File: config.mk
export PLATFORM = sky130hd
export DESIGN_NAME = lph_ram
export DESIGN_NICKNAME = d
export VERILOG_FILES = /design/src/lph_ram.sv
export SDC_FILE = /design/constraint.sdc
export NUM_CORES = 1
export LEC_CHECK = 0
export ABC_AREA = 1
export BUFFER_PORTS_ARGS = -buffer_cell sky130_fd_sc_hd__buf_4
export CAP_MARGIN = 0
export CORE_UTILIZATION = 60
export DETAILED_ROUTE_END_ITERATION = 8
export PLACE_DENSITY = 0.8
export SYNTH_ARGS = -nofsm -noshare
export SYNTH_HDL_FRONTEND = slang
export SYNTH_SLANG_ARGS = --single-unit
File: constraint.sdc
create_clock -name clk -period 1.98 [get_ports clk]
set_input_delay 0.594 -clock clk [delete_from_list [all_inputs] [get_ports clk]]
set_output_delay 0.594 -clock clk [all_outputs]
set_load 0.005 [all_outputs]
File: src/lph_ram.sv
// ----------------------------------------------------------------------------
// lph_ram
// Generic simple dual-port RAM: one write port, one registered read port.
// ----------------------------------------------------------------------------
module lph_ram #(
	parameter int unsigned WIDTH = 8,
	parameter int unsigned DEPTH = 32
) (
	input  logic                     clk,
	input  logic                     we,
	input  logic [$clog2(DEPTH)-1:0] waddr,
	input  logic [WIDTH-1:0]         wdata,
	input  logic [$clog2(DEPTH)-1:0] raddr,
	output logic [WIDTH-1:0]         rdata
);

	logic [WIDTH-1:0] mem [DEPTH];

	always_ff @(posedge clk) begin
		if (we) begin
			mem[waddr] <= wdata;
		end
		rdata <= mem[raddr];
	end

endmodule

==> run summary <==
outcome = finished, final reports clean
Post-Place Cells = 1,173
combined area of all synthesized cells = 10,800 sq um
Clock Root Buffer = clkbuf_16
largest fanout on the critical path = 1
met2 routing resource usage after global routing = 0.460
final worst-path cycle share = 0.819
wire length of the first global-routing pass = 38.2 mm
area enclosed by the die boundary = 18,500 sq um
cell taking the most area after synthesis = edfxtp_1
clock transition at the register clock pins on the worst setup and hold paths after CTS = 0.06 ns
classification of the worst setup path = flop to output port
fraction of the yosys area taken by sequential cells = 0.728
fraction of final layout cells sized beyond drive strength 1 = 0.112
final net count = 995
cell count after synthesis = 922
leakage power = 4.56 nW
WL/cell = 20.1 um
combined global-route utilization of all metal layers = 0.279
startpoint kind of the worst setup timing path = flop
Buffers on Ports = 27
clock tree from TritonCTS = built
H-tree depth = 1
final hold violations = 0
vias in the first global route = 7,106
count of TritonRoute iterations in the first routing pass = 5
P per Cell Area = 936 nW/um^2
met1 global-route usage = 0.369
largest net degree at the start of global routing = 65
vias after detailed routing = 7,146
area of the placeable core = 17,400 sq um
number of resized instances in the post-cts repair step = 0
synthesis-to-layout area growth = 11.9%
total nets after synthesis = 942
WP buf/inv = 1
sinks on the clock net = 264
setup repair after global routing missed its margin = no
number of warnings printed during yosys synthesis = 0
first-iteration detailed-routing DRC count = 769
post-route insts no fill = 1,218
worst clock skew = 0.0148 ns
fraction of power consumed by combinational cells = 0.068
dominant cells by area after synthesis = edfxtp_1, nand2_1, nand3_1
minimum period implied by the final worst setup slack = 1.62 ns
fraction of power consumed by the clock network = 0.380
HP Class = input port to flop
number of diodes = 0
post-synth top area share = 0.713
net switching component of the power = 2.46 mW
placer congestion estimate = 0.867
total wire length after detailed routing = 24.5 mm
# Post-CTS Setup Buffers = 0
GRT Residual Overflow = 0
slew at the pin closest to its max-slew limit = 0.513 ns
worst supply voltage drop on vdd = 0.974 mV
cell internal pwr = 8.84 mW
chip height = 136 um
number of unique standard cell types used by synthesis = 12
critical path data arrival time = 1.03 ns
count of boundary I/O pins = 28
number of flip-flops and latches in the synthesized netlist = 264
number of routed nets with antenna violations = 0
mean instance size in the synthesized netlist = 11.7 sq um
met3 Usage GRT = 0.0447
final total negative setup slack = 0 ns
biggest cell delay along the critical path = 0.38 ns
net switching share of the total power = 0.218
final count of negative-setup-slack endpoints = 0
Worst Path Required = 1.39 ns
Pins Over Slew Limit = 0
DRC = 0
Max-Slew Margin vs Limit = 0.658
Clk Latency, worst-skew pair = 0.52 ns
worst reg-to-reg setup slack = 0.81 ns
post-DP HPWL = 14.6 mm
Max Clock Freq = 616 MHz
number of core rows = 48
Num CTS Buffers = 25
Critical Path Sink Type = output port
buffer depth of the longest clock path = 3
effective utilization at floorplan = 0.619
max-capacitance violation count = 0
number of vias per cell after detailed routing = 5.87
power share of the sequential group = 0.552
cell-by-cell listing of the critical path = buf_4
Critical Path Slowest Stage Cell = dfxtp_1
FILL cells = 1,212
antenna violations before repair = 0
top cell family by delay on the critical path = flip-flops
busiest grt layer = met2
post-cts hold buffer count = 0
Die W = 136 um
-- layout by cell type, fill, tap and decap left out --
| master | count |
|---|---|
| buf_12 | 8 |
| buf_4 | 70 |
| clkbuf_1 | 9 |
| clkbuf_16 | 25 |
| clkbuf_8 | 2 |
| clkinv_1 | 5 |
| clkinv_2 | 5 |
| dfxtp_1 | 8 |
| edfxtp_1 | 256 |
| inv_1 | 8 |
| inv_2 | 1 |
| nand2_1 | 360 |
| nand3_1 | 204 |
| nor2_1 | 32 |
-- area by class of cell --
| cell class | count | area, sq um | share of cell area |
|---|---|---|---|
| Sequential cell | 264 | 7850 | 0.650 |
| Timing Repair Buffer | 78 | 686 | 0.0568 |
| Clock buffer | 36 | 687 | 0.0569 |
| Clock inverter | 9 | 38.8 | 0.00321 |
| Multi-Input combinational cell | 596 | 2490 | 0.206 |
| Inverter | 10 | 38.8 | 0.00321 |
| Tap cell | 225 | 282 | 0.0233 |
-- cell usage after synthesis --
cell	instances
buf_1	2
buf_2	15
buf_4	4
buf_6	24
clkbuf_1	7
dfxtp_1	8
edfxtp_1	256
inv_1	8
inv_2	2
nand2_1	360
nand3_1	204
nor2_1	32
-- cells by family after synthesis --
| kind of cell | count (synthesis) | synth area share |
|---|---|---|
| buffers and inverters | 62 | 0.0414 |
| AND/OR/NAND/NOR | 596 | 0.231 |
| flip-flops | 264 | 0.728 |
-- routing by layer --
layer  part of all wire  up-vias  wire length (um)
met5                  0        -                 0
met4              0.038        0               938
met3              0.076       72              1870
met2               0.50      321             12200
met1               0.39     3458              9550
li1                   -     3295                 -
-- worst register-to-register path, stage by stage, from the launching register on --
cell      delay, ns
edfxtp_1       0.38
nand2_1        0.09
nand3_1        0.08
nand3_1        0.10
nand2_1        0.09
nand2_1        0.06
nand2_1        0.10
nand2_1        0.09
nand2_1        0.07
-- power groups by stage --
stage	combinational, mW	clock, mW	sequential [mW]
2_1_floorplan	0.448	0	6.35
3_3_place_gp	0.727	0	6.36
3_5_place_dp	0.751	0	6.36
4_1_cts	0.761	4.32	6.24
5_1_grt	0.840	4.55	6.24
6_report	0.764	4.30	6.24
-- stage by stage --
step                      cell area, sq um   util  power [mW]  hold WS (ns)  worst slack [ns]
after floorplan                      10800      -        6.80         0.688             0.352
after global placement               11300  0.651        7.08         0.744             0.131
after detailed placement             11300  0.651        7.11         0.761             0.105
after CTS                            12100  0.693        11.3         0.340             0.356
after global routing                 12100  0.693        11.6         0.349             0.341
final                                12100  0.693        11.3         0.348             0.358
-- sequential cells by signal, summed over array words and instances, names as in the netlist --
name / count
rdata: 8
mem: 256
-- final timing paths --
| path | from | end | depth (start not counted) |
|---|---|---|---|
| worst min-delay path | raddr[4] | rdata[6] | 3 |
| worst min register to register | mem[26][4] | rdata[4] | 8 |
| worst max-delay path | rdata[7] | rdata[7] | 1 |
| worst max register to register | mem[18][1] | rdata[1] | 8 |
Power figures use the tool's default switching activity.
